<file path="src/ddn_pkg.sv">
`default_nettype none
// ----------------------------------------------------------------------------
// ddn_pkg
// Shared constants, month tables, constant-multiply and mod-7 helpers, and the
// structs that carry stage results of the date / day number converter.
// ----------------------------------------------------------------------------
package ddn_pkg;

    // Day number of the century origin: 19 * 36524.
    localparam logic [19:0] CENTURY_BASE = 20'd693956;
    // Century origin plus the century's leap days (19 / 4).
    localparam logic [19:0] REV_BASE     = 20'd693960;
    // Reciprocal of 365 scaled by 2^27, exact for offsets below 2^19.
    localparam logic [18:0] RECIP_365    = 19'd367720;
    localparam int          RECIP_SHIFT  = 27;
    localparam int          YEAR_W       = 10;
    localparam int          JDAY_W       = 10;

    // Result of the date to day number path.
    typedef struct packed {
        logic [19:0] day_number;
        logic        bad;
    } t_fwd_res;

    // Corrected year and day within that year.
    typedef struct packed {
        logic [YEAR_W-1:0] iyr;
        logic [JDAY_W-1:0] jl;
        logic              leap;
    } t_yr_res;

    // Recovered calendar date.
    typedef struct packed {
        logic [4:0]        day;
        logic [3:0]        month;
        logic [YEAR_W-1:0] year;
        logic              invalid;
    } t_md_res;

    // Length of a month in a common year; months outside 1..12 give zero.
    function automatic logic [4:0] month_len(input logic [3:0] m);
        logic [4:0] len;
        unique case (m)
            4'd1, 4'd3, 4'd5, 4'd7, 4'd8, 4'd10, 4'd12: len = 5'd31;
            4'd4, 4'd6, 4'd9, 4'd11:                     len = 5'd30;
            4'd2:                                        len = 5'd28;
            default:                                     len = 5'd0;
        endcase
        return len;
    endfunction

    // Days before the first of a month in a common year.
    function automatic logic [8:0] month_start(input logic [3:0] m);
        logic [8:0] st;
        unique case (m)
            4'd1:    st = 9'd0;
            4'd2:    st = 9'd31;
            4'd3:    st = 9'd59;
            4'd4:    st = 9'd90;
            4'd5:    st = 9'd120;
            4'd6:    st = 9'd151;
            4'd7:    st = 9'd181;
            4'd8:    st = 9'd212;
            4'd9:    st = 9'd243;
            4'd10:   st = 9'd273;
            4'd11:   st = 9'd304;
            4'd12:   st = 9'd334;
            default: st = 9'd0;
        endcase
        return st;
    endfunction

    // x * 365 as a sum of shifts.
    function automatic logic [18:0] times365(input logic [YEAR_W-1:0] x);
        logic [18:0] w;
        w = {{(19-YEAR_W){1'b0}}, x};
        return (w << 8) + (w << 6) + (w << 5) + (w << 3) + (w << 2) + w;
    endfunction

    // v mod 7, folding 3-bit digits since 8 is 1 mod 7.
    function automatic logic [2:0] mod7_21(input logic [20:0] v);
        logic [5:0] s;
        logic [3:0] t;
        logic [3:0] u;
        s = 6'd0;
        for (int i = 0; i < 7; i++) begin
            s = s + {3'd0, v[3*i +: 3]};
        end
        t = {1'b0, s[5:3]} + {1'b0, s[2:0]};
        u = {3'd0, t[3]} + {1'b0, t[2:0]};
        return (u >= 4'd7) ? 3'(u - 4'd7) : u[2:0];
    endfunction

endpackage
`default_nettype wire

</file>
<file path="src/ddn_fwd.sv">
`default_nettype none
// ----------------------------------------------------------------------------
// ddn_fwd
// Date to day number: checks the date and sums the century base, the year
// days, the leap days and the day of the year.
// ----------------------------------------------------------------------------
module ddn_fwd (
    input  wire logic [4:0]      i_day,
    input  wire logic [3:0]      i_month,
    input  wire logic [6:0]      i_year,
    output ddn_pkg::t_fwd_res    o_res
);
    import ddn_pkg::*;

    logic        leap;
    logic [4:0]  max_day;
    logic        good;
    logic [4:0]  leap_days;
    logic [8:0]  doy;
    logic [19:0] sum;

    // A year divisible by four is a leap year, except year zero.
    assign leap = (i_year[1:0] == 2'd0) && (i_year != 7'd0);

    // Range checks on year, month and day.
    assign max_day = month_len(i_month) + {4'd0, leap && (i_month == 4'd2)};
    assign good    = (i_year <= 7'd99) && (i_month >= 4'd1) && (i_month <= 4'd12) &&
                     (i_day >= 5'd1) && (i_day <= max_day);

    // Leap days: four for the century, plus those of earlier years in it.
    assign leap_days = 5'd4 + ((i_year != 7'd0) ? 5'((i_year - 7'd1) >> 2) : 5'd0);
    assign doy       = month_start(i_month) + {8'd0, leap && (i_month > 4'd2)} +
                       {4'd0, i_day};
    assign sum       = CENTURY_BASE + 20'(times365({3'd0, i_year})) +
                       {15'd0, leap_days} + {11'd0, doy};

    assign o_res.day_number = good ? sum : 20'd0;
    assign o_res.bad        = !good;

endmodule
`default_nettype wire

</file>
<file path="src/ddn_yrfix.sv">
`default_nettype none
// ----------------------------------------------------------------------------
// ddn_yrfix
// Year correction: takes the quotient of the day offset by 365, steps the
// year back when its leap days overshoot, and forms the day within the year.
// ----------------------------------------------------------------------------
module ddn_yrfix (
    input  wire logic [18:0]               i_j,
    input  wire logic [ddn_pkg::YEAR_W-1:0] i_q,
    output ddn_pkg::t_yr_res               o_res
);
    import ddn_pkg::*;

    logic [YEAR_W-1:0] qm;
    logic [18:0]       base_q;
    logic [18:0]       base_m;
    logic [19:0]       diff;
    logic [18:0]       alt;
    logic              back;
    logic [YEAR_W-1:0] iyr;
    logic [JDAY_W-1:0] jr;
    logic              leap;

    // Start of the candidate year and of the one before it.
    assign qm     = i_q - YEAR_W'(1);
    assign base_q = times365(i_q) + 19'(i_q >> 2);
    assign base_m = times365(qm) + 19'(qm >> 2);

    // A negative remainder moves back one year.
    assign diff = {1'b0, i_j} - {1'b0, base_q};
    assign alt  = i_j - base_m;
    assign back = diff[19];
    assign iyr  = back ? qm : i_q;
    assign jr   = back ? alt[JDAY_W-1:0] : diff[JDAY_W-1:0];
    assign leap = (iyr[1:0] == 2'd0) && (iyr != YEAR_W'(0));

    assign o_res.iyr  = iyr;
    assign o_res.jl   = jr + JDAY_W'(leap);
    assign o_res.leap = leap;

endmodule
`default_nettype wire

</file>
<file path="src/ddn_mdsplit.sv">
`default_nettype none
// ----------------------------------------------------------------------------
// ddn_mdsplit
// Month and day split: finds the last month whose start lies before the day
// within the year, and falls back to December 31 of the prior year on day 0.
// ----------------------------------------------------------------------------
module ddn_mdsplit (
    input  wire ddn_pkg::t_yr_res i_yr,
    output ddn_pkg::t_md_res      o_res
);
    import ddn_pkg::*;

    logic [10:0]       rem [1:12];
    logic [3:0]        imo;
    logic [10:0]       iday;
    logic              zero;

    // Day within each month, compared in parallel.
    always_comb begin
        for (int m = 1; m <= 12; m++) begin
            rem[m] = {1'b0, i_yr.jl} - {2'b0, month_start(4'(m))} -
                     11'(i_yr.leap && (m > 2));
        end
    end

    // The highest month with a positive day wins; none selects January.
    always_comb begin
        imo  = 4'd1;
        iday = rem[1];
        for (int m = 1; m <= 12; m++) begin
            if (!rem[m][10] && (rem[m] != 11'd0)) begin
                imo  = 4'(m);
                iday = rem[m];
            end
        end
    end

    // Day zero is the last day of the previous year.
    assign zero = (iday == 11'd0);

    assign o_res.invalid = zero && (i_yr.iyr == YEAR_W'(0));
    assign o_res.year    = zero ? (i_yr.iyr - YEAR_W'(1)) : i_yr.iyr;
    assign o_res.month   = zero ? 4'd12 : imo;
    assign o_res.day     = zero ? 5'd31 : iday[4:0];

endmodule
`default_nettype wire

</file>
<file path="src/date_day_number_converter.sv">
`default_nettype none
// ----------------------------------------------------------------------------
// date_day_number_converter
// Converts a two-digit-year date of century 19 to a running day number and
// back, with the weekday of the day number.
// Results pass through four registers: input register, reciprocal multiply
// stage, year correction stage, result register.
// Throughput is one item per cycle while the receiver does not stall; the
// 19x19 reciprocal multiply by 1/365 sets the stage depth. An empty stage
// refills while a later one is stalled.
// Synchronous active-low reset clears the stage valid bits only.
// ----------------------------------------------------------------------------
module date_day_number_converter (
    input  wire logic        i_clk,
    input  wire logic        i_rst_n,
    input  wire logic        i_valid,
    output logic             o_stall,
    input  wire logic        i_req_type,
    input  wire logic [4:0]  i_in_day,
    input  wire logic [3:0]  i_in_month,
    input  wire logic [6:0]  i_in_year,
    input  wire logic [19:0] i_in_day_number,
    output logic             o_valid,
    input  wire logic        i_stall,
    output logic [19:0]      o_out_day_number,
    output logic [4:0]       o_out_day,
    output logic [3:0]       o_out_month,
    output logic [9:0]       o_out_year,
    output logic [2:0]       o_day_of_week,
    output logic             o_invalid
);
    import ddn_pkg::*;

    // Stage valid bits and load enables.
    logic r_v1, r_v2, r_v3, r_v4;
    logic en1, en2, en3, en4;

    // Input register.
    logic        r_s1_type;
    logic [4:0]  r_s1_day;
    logic [3:0]  r_s1_month;
    logic [6:0]  r_s1_year;
    logic [19:0] r_s1_num;

    // Multiply stage.
    logic              r_s2_type;
    t_fwd_res          r_s2_fwd;
    logic [19:0]       r_s2_wsrc;
    logic [18:0]       r_s2_j;
    logic              r_s2_neg;
    logic [YEAR_W-1:0] r_s2_q;

    // Year correction stage.
    logic     r_s3_type;
    t_fwd_res r_s3_fwd;
    logic [2:0] r_s3_wd;
    logic     r_s3_neg;
    t_yr_res  r_s3_yr;

    // Result register.
    logic [19:0] r_out_day_number;
    logic [4:0]  r_out_day;
    logic [3:0]  r_out_month;
    logic [9:0]  r_out_year;
    logic [2:0]  r_out_wd;
    logic        r_out_invalid;

    t_fwd_res          n_s2_fwd;
    logic [20:0]       j_full;
    logic [37:0]       prod;
    logic [YEAR_W-1:0] n_s2_q;
    t_yr_res           n_s3_yr;
    logic [2:0]        n_s3_wd;
    t_md_res           md;
    logic [19:0]       n_out_day_number;
    logic [4:0]        n_out_day;
    logic [3:0]        n_out_month;
    logic [9:0]        n_out_year;
    logic [2:0]        n_out_wd;
    logic              n_out_invalid;

    // A stage loads when it is empty or the stage after it moves on.
    assign en4     = !r_v4 || !i_stall;
    assign en3     = !r_v3 || en4;
    assign en2     = !r_v2 || en3;
    assign en1     = !r_v1 || en2;
    assign o_stall = !en1;
    assign o_valid = r_v4;

    always_ff @(posedge i_clk) begin
        if (!i_rst_n) begin
            r_v1 <= 1'b0;
            r_v2 <= 1'b0;
            r_v3 <= 1'b0;
            r_v4 <= 1'b0;
        end else begin
            if (en1) r_v1 <= i_valid;
            if (en2) r_v2 <= r_v1;
            if (en3) r_v3 <= r_v2;
            if (en4) r_v4 <= r_v3;
        end
    end

    // Input register.
    always_ff @(posedge i_clk) begin
        if (en1) begin
            r_s1_type  <= i_req_type;
            r_s1_day   <= i_in_day;
            r_s1_month <= i_in_month;
            r_s1_year  <= i_in_year;
            r_s1_num   <= i_in_day_number;
        end
    end

    // Forward conversion and the offset quotient by 365.
    ddn_fwd u_fwd (
        .i_day   (r_s1_day),
        .i_month (r_s1_month),
        .i_year  (r_s1_year),
        .o_res   (n_s2_fwd)
    );

    assign j_full = {1'b0, r_s1_num} - {1'b0, REV_BASE};
    assign prod   = j_full[18:0] * RECIP_365;
    assign n_s2_q = prod[RECIP_SHIFT +: YEAR_W];

    always_ff @(posedge i_clk) begin
        if (en2) begin
            r_s2_type <= r_s1_type;
            r_s2_fwd  <= n_s2_fwd;
            r_s2_wsrc <= r_s1_type ? r_s1_num : n_s2_fwd.day_number;
            r_s2_j    <= j_full[18:0];
            r_s2_neg  <= j_full[20];
            r_s2_q    <= n_s2_q;
        end
    end

    // Year correction and weekday of the day number.
    ddn_yrfix u_yrfix (
        .i_j   (r_s2_j),
        .i_q   (r_s2_q),
        .o_res (n_s3_yr)
    );

    assign n_s3_wd = mod7_21({1'b0, r_s2_wsrc} + 21'd6);

    always_ff @(posedge i_clk) begin
        if (en3) begin
            r_s3_type <= r_s2_type;
            r_s3_fwd  <= r_s2_fwd;
            r_s3_wd   <= n_s3_wd;
            r_s3_neg  <= r_s2_neg;
            r_s3_yr   <= n_s3_yr;
        end
    end

    // Month and day split.
    ddn_mdsplit u_mdsplit (
        .i_yr  (r_s3_yr),
        .o_res (md)
    );

    // Result per request type; rejects zero all but a day number's weekday.
    always_comb begin
        n_out_day_number = 20'd0;
        n_out_day        = 5'd0;
        n_out_month      = 4'd0;
        n_out_year       = 10'd0;
        n_out_wd         = 3'd0;
        n_out_invalid    = 1'b0;
        if (!r_s3_type) begin
            n_out_invalid = r_s3_fwd.bad;
            if (!r_s3_fwd.bad) begin
                n_out_day_number = r_s3_fwd.day_number;
                n_out_wd         = r_s3_wd;
            end
        end else begin
            n_out_wd = r_s3_wd;
            if (r_s3_neg || md.invalid) begin
                n_out_invalid = 1'b1;
            end else begin
                n_out_day   = md.day;
                n_out_month = md.month;
                n_out_year  = md.year;
            end
        end
    end

    always_ff @(posedge i_clk) begin
        if (en4) begin
            r_out_day_number <= n_out_day_number;
            r_out_day        <= n_out_day;
            r_out_month      <= n_out_month;
            r_out_year       <= n_out_year;
            r_out_wd         <= n_out_wd;
            r_out_invalid    <= n_out_invalid;
        end
    end

    assign o_out_day_number = r_out_day_number;
    assign o_out_day        = r_out_day;
    assign o_out_month      = r_out_month;
    assign o_out_year       = r_out_year;
    assign o_day_of_week    = r_out_wd;
    assign o_invalid        = r_out_invalid;

endmodule
`default_nettype wire

</file>
<file path="config.mk">
export PLATFORM = sky130hd
export DESIGN_NAME = date_day_number_converter
export DESIGN_NICKNAME = d
export VERILOG_FILES = /design/src/ddn_pkg.sv /design/src/ddn_fwd.sv /design/src/ddn_yrfix.sv /design/src/ddn_mdsplit.sv /design/src/date_day_number_converter.sv
export SDC_FILE = /design/constraint.sdc
export NUM_CORES = 1
export LEC_CHECK = 0
export BUFFER_PORTS_ARGS = -buffer_cell sky130_fd_sc_hd__buf_2
export CORE_ASPECT_RATIO = 1.1
export CORE_MARGIN = 2
export CORE_UTILIZATION = 41
export CTS_BUF_LIST = sky130_fd_sc_hd__clkbuf_4
export DETAILED_ROUTE_END_ITERATION = 10
export SLEW_MARGIN = 20
export SYNTH_ARGS = -nofsm -noshare
export SYNTH_HDL_FRONTEND = slang
export SYNTH_SLANG_ARGS = --single-unit
export TNS_END_PERCENT = 5
</file>
<file path="constraint.sdc">
create_clock -name i_clk -period 7.41 [get_ports i_clk]
set_input_delay 1.482 -clock i_clk [delete_from_list [all_inputs] [get_ports i_clk]]
set_output_delay 1.482 -clock i_clk [all_outputs]
set_load 0.005 [all_outputs]
</file>
# == Yosys cells after proc, flatten, opt, wreduce, memory -nomap -nowiden ==
# Memory sizes are Yosys's and may differ from the RTL's. A register that Yosys moved wholly into a read port is not among the register bits.
# Cells that the tools add are included.
# word_totals
input_bits,41
romBits,224
ff_bits,203
out_inout_bits,45
mem_count,2
# memory_table
name,words,word_bits,rd,rd_clocked_by_memory_dff,wr,line_no,text
(name not given),16,9,1,1,0,ddn_pkg.sv:55,unique case (m)
(name not given),16,5,1,1,0,ddn_pkg.sv:43,unique case (m)
# op_classes
addsub,62
mul,1
n_eq_ne,1
reduce_logical,63
n_mux,37
order_cmp,7
bitwise_logic,1
# op_table
op,count
11-bit two-way mux,11
11-bit nonzero test,11
11-bit by 1-bit subtractor with 11-bit output,10
4-bit two-way mux,13
10-bit adder,5
10-bit by 8-bit subtractor with 11-bit output (second input constant),4
20-bit two-way mux,2
19-bit by 10-bit adder with 19-bit output,2
19-bit by 12-bit adder with 19-bit output,2
19-bit by 16-bit multiplier with 34-bit output (second input constant),1
10-bit by 9-bit subtractor with 11-bit output (second input constant),3
10-bit two-way mux,3
10-bit by 7-bit subtractor with 11-bit output (second input constant),2
20-bit by 3-bit adder with 21-bit output (second input constant),1
20-bit by 20-bit subtractor with 21-bit output (second input constant),1
20-bit by 19-bit adder with 20-bit output (first input constant),1
20-bit by 5-bit adder with 20-bit output,1
20-bit by 9-bit adder with 20-bit output,1
1-bit logical AND,20
10-bit by 1-bit subtractor with 10-bit output (second input constant),2
19-bit by 19-bit subtractor with 20-bit output,1
18-bit by 16-bit adder with 19-bit output,1
19-bit by 13-bit adder with 19-bit output,1
19-bit by 15-bit adder with 19-bit output,1
other kinds (42),72

# == Depth between registers and ports, before layout ==
# logic_depth
ltp_word,19
mapped_depth,30

# == Modules after synthesis ==
# Synthesis repeated with hierarchy kept, for this count alone.
# unflattened
hier_cells,2774
hier_area_um2,27007.2
# modules_own_cells
mod,n_inst,cells_per_inst,area_per_inst_um2
date_day_number_converter,1,1039,13585.5
ddn_mdsplit,1,754,5141.2
ddn_yrfix,1,568,4961.0
ddn_fwd,1,413,3319.4

# == Worst setup path after synthesis ==
# OpenSTA, ideal clock, no wires.
# synth_path
kind,reg-to-reg
start,register r_s1_num[3]
end,register r_s2_q[9] (data pin)
stages_incl_launch_ff,30
path_buffers,0
t_required_ns,7.150
arrival_time_ns,7.171
setup_slack_ns,-0.021
period_less_slack_ns,7.431
setup_time_ns,0.260
path_cell_list,edfxtp_1 -> inv_1 -> ha_1 -> nand2b_1 -> a31oi_1 -> nor2_1 -> o21ai_0 -> xor2_1 -> inv_1 -> fa_1 -> inv_1 -> ha_1 -> inv_1 -> fa_1 -> inv_1 -> fa_1 -> inv_1 -> fa_1 -> fa_1 -> inv_1 -> ha_1 -> o21ai_0 -> a221oi_1 -> o22ai_1 -> a31oi_1 -> nand4_1 -> a31oi_1 -> a21oi_1 -> o21bai_1 -> xnor2_1
# synth_via
elab_chain_len,2
# synth_rtl
item,line_no,text
start: declaration,date_day_number_converter.sv:43,logic [19:0] r_s1_num;
start signal: assignment,date_day_number_converter.sv:111,r_s1_num <= i_in_day_number;
20-bit by 20-bit subtractor with 21-bit output,date_day_number_converter.sv:123,"assign j_full = {1'b0, r_s1_num} - {1'b0, REV_BASE};"
via j_full[3],date_day_number_converter.sv:69,logic [20:0] j_full;
19-bit by 16-bit multiplier with 34-bit output,date_day_number_converter.sv:124,assign prod = j_full[18:0] * RECIP_365;
via prod[36],date_day_number_converter.sv:70,logic [37:0] prod;
end signal: assignment,date_day_number_converter.sv:134,r_s2_q <= n_s2_q;
end: declaration,date_day_number_converter.sv:51,logic [YEAR_W-1:0] r_s2_q;
# The timed path passes the listed nets, and every way through them passes these cells.
# A chain may end at the register's enable or synchronous reset.

# == Worst setup path after layout ==
# layout_path
start,register r_s1_num[4]
end,register r_s2_q[9] (data pin)
# The elaborated chain is that of the path after synthesis.

==> metrics.cfg <==
[placement]
globalplace.congestion = 0.985
dp_hpwl_mm = 58.7
port_buffers = 85
placed_area_sq_um = 28000

[sta]
layout_min_cycle_time_ps = 7070
drv_slew = 0
tns_ps = 0
whs_ps = 406
max_slew_margin_pct = 24.6
rsz0062_at_grt = yes
hold_viol = 0
setup_viol = 0
fin_skew_ps = 42.6
fmax_mhz = 142
worst_pin_slew_ps = 1120
min_period_over_period_pct = 95.4

[worst_setup_path]
regToRegSetupSlack_ps = 340
crit_arrival_ps = 7580
slowest_delay_ps = 550
worstPathMaxFanout = 9
r2r_cells = 27
cp.buffers_inverters = 5
worst_path_most_repeated_cell = fa_1
worst-path-stages = 27
critical_path.startpoint = r_s1_num[4]
cp.required_ps = 7920
r2r_end = r_s2_q[9]
crit_slowest_cell = fa_1
path_class = register to register
crit_family = adder cells
critPathCapture = r_s2_q[9]
end_kind = register
start_kind = register
r2r-start = r_s1_num[4]

[die]
ios = 86
die_x_um = 245
coreArea_sq_um = 63500
num_rows = 97
die-area_sq_um = 66000
initial_core_util_pct = 41.3
fp.dieH_um = 269

[cts]
htreeDepth = 2
cts_made_buffers = 57
root_buffer = clkbuf_4
postCtsHoldBufs = 0
cts_tree = built
cts_sinks = 215
clk_latency_ps = 800
clk_pin_slew_worst_paths_ps = 70
max-clock-path-buffers = 3

[route]
ant_nets = 0
via_count = 19721
drt_iter0_markers = 1091
vias_per_cell = 5.31
routed_wl_mm = 71.0
firstDrtPassIters = 6
wl_per_cell_um = 19.1
drc = 0

[grt]
gr-total-overflow = 0
grt_max_degree = 73
grt_pass1_vias = 20572
grt_antenna_before_repair = 3
grt_usage_pct = 21.9
grt_pass1_wl_mm = 114

[yosys]
synth_edf_count = 199
ys_seq_area_share_pct = 24.0
async_flop_share_pct = 0
synth_area_sq_um = 26200
yosys_register_bits = 215
synth_ff_type = edfxtp_1
synth.avg_cell_area_sq_um = 9.82
synth_cell_types = 92
synth.net_count = 3339
synthCells = 2668
yosys_warnings = 0

[finish]
multi_input_area_sq_um = 17900
seq_area_sq_um = 6300
area_growth_pct = 9.87
design_area_sq_um = 28800
fill_cells = 6039
nets = 3497
fin_util_pct = 45.4
drive_above_1_share_pct = 10.9

[min_path]
hold_class = register to register

[run]
maxCapViolations = 0

[run_status]
status = finished, final reports clean

## worst min-delay path by stage
stage	start	end	slack [ps]	cells after the start
4_1_cts	r_s2_fwd[19]	r_s3_fwd[19]	410	0
6_report	r_s2_fwd[15]	r_s3_fwd[15]	410	0
5_1_grt	r_s2_fwd[19]	r_s3_fwd[19]	420	0
2_1_floorplan	r_s2_fwd[0]	r_s3_fwd[0]	400	0
3_5_place_dp	r_s2_fwd[17]	r_s3_fwd[17]	400	0
3_3_place_gp	r_s2_fwd[20]	r_s3_fwd[20]	400	0
## logic make-up (layout without fill, tap and decap cells)
group,count (synthesis),in the layout,share of synthesized area (%)
xor+xnor,194,194,6.51
simple gates,578,578,11.2
other cells,0,2,0
buf+inv,551,756,8.10
flops,215,215,24.0
mux,29,29,1.14
compound gates,471,471,12.4
fa+ha+maj,630,630,36.6
## cells in the mapped netlist, drive strengths merged, types with 22 or more instances
cell type	instances	area, sq um
edfxtp	199	5980
fa	229	4580
nand2b	34	220
a21oi	110	566
inv	485	1820
buf	33	179
xor2	52	455
a211oi	23	173
mux2i	22	220
nor2	119	447
nor2b	40	250
and2	42	263
clkbuf	30	113
o21ai	88	455
nor3	42	210
o31ai	25	206
a21o	34	255
nand3	39	195
nand2	147	554
xnor2	142	1250
a31oi	28	175
ha	401	5020
## placed cells by master (no fill, tap or decap), drive strengths merged, types with 7 or more instances in the layout
master and n:
clkinv 28, o31ai 25, buf 162, fa 229, nand4 21, a211oi 23
nor2 119, edfxtp 199, o221ai 7, nor4 9, a2111oi 10, mux2 7
o21bai 17, xnor2 142, and2 42, or3 11, nand2 147, dfxtp 16
nor2b 40, o211ai 14, a21o 34, nand3 39, nor3 42, a31oi 28
nand2b 34, inv 486, a21boi 14, ha 401, a211o 13, xor2 52
a21oi 110, nand3b 8, mux2i 22, o21ai 88, or2 16, and3 21
clkbuf 79, o22ai 7, o21a 12, nor3b 7
## state kept, by name, summed over array words and instances (netlist names), 19 cells and up, named ones only
signal            count
r_s3_yr              21
r_s2_fwd             21
o_out_day_number     20
r_s2_wsrc            20
r_s2_j               19
r_s1_num             20
r_s3_fwd             21
## worst reg2reg max path, cell delays in order, from the launching register on
cell and delay (ps):
edfxtp_1 500, inv_2 130, ha_1 190, nand2b_1 110
a31oi_2 230, nor2_1 90, o21ai_1 190, buf_4 150
xor2_2 150, buf_4 230, fa_1 440, ha_1 320
fa_1 480, fa_1 530, fa_1 550, inv_1 50
fa_1 520, inv_1 40, ha_1 310, o21ai_0 130
a221oi_2 330, o22ai_1 140, a31oi_2 250, nand4_1 180
a31oi_2 190, a21oi_1 120, o21bai_1 160, xnor2_1 80
## layer usage
metal / global-route usage (%) / routed length [um] / up-vias
li1: - / - / 9376
met1: 27.8 / 30600 / 9689
met2: 37.7 / 34700 / 508
met3: 2.50 / 2890 / 148
met4: 8.70 / 2870 / 0
met5: 0 / 0 / -
## cell type report
type / count / share of cell area, %
timing repair buffer: 162 / 3.50
sequential: 215 / 21.9
inverter: 488 / 6.37
clock inverter: 27 / 0.413
clock buffer: 79 / 2.06
multi-input combinational: 1902 / 62.1
antenna: 2 / 0.0174
tap: 841 / 3.65
## what timing repair did
item                                    CTS  global route
hold endpoints to repair                  0             0
gates resized for setup                   1            18
buffers inserted                          0             4
pin swaps                                 0             2
endpoints found under the setup margin    1            14
## per-stage QoR
stage	setup WS, ps	instances
after CTS	24.6	3710
final	343	3716
after global routing	-70.1	3716
after detailed placement	-18.9	3604
after global placement	126	3604
after floorplan	57.5	2668
Power is not shown: default switching activity piles up to over one toggle a cycle in this logic, so the estimate is an artifact.
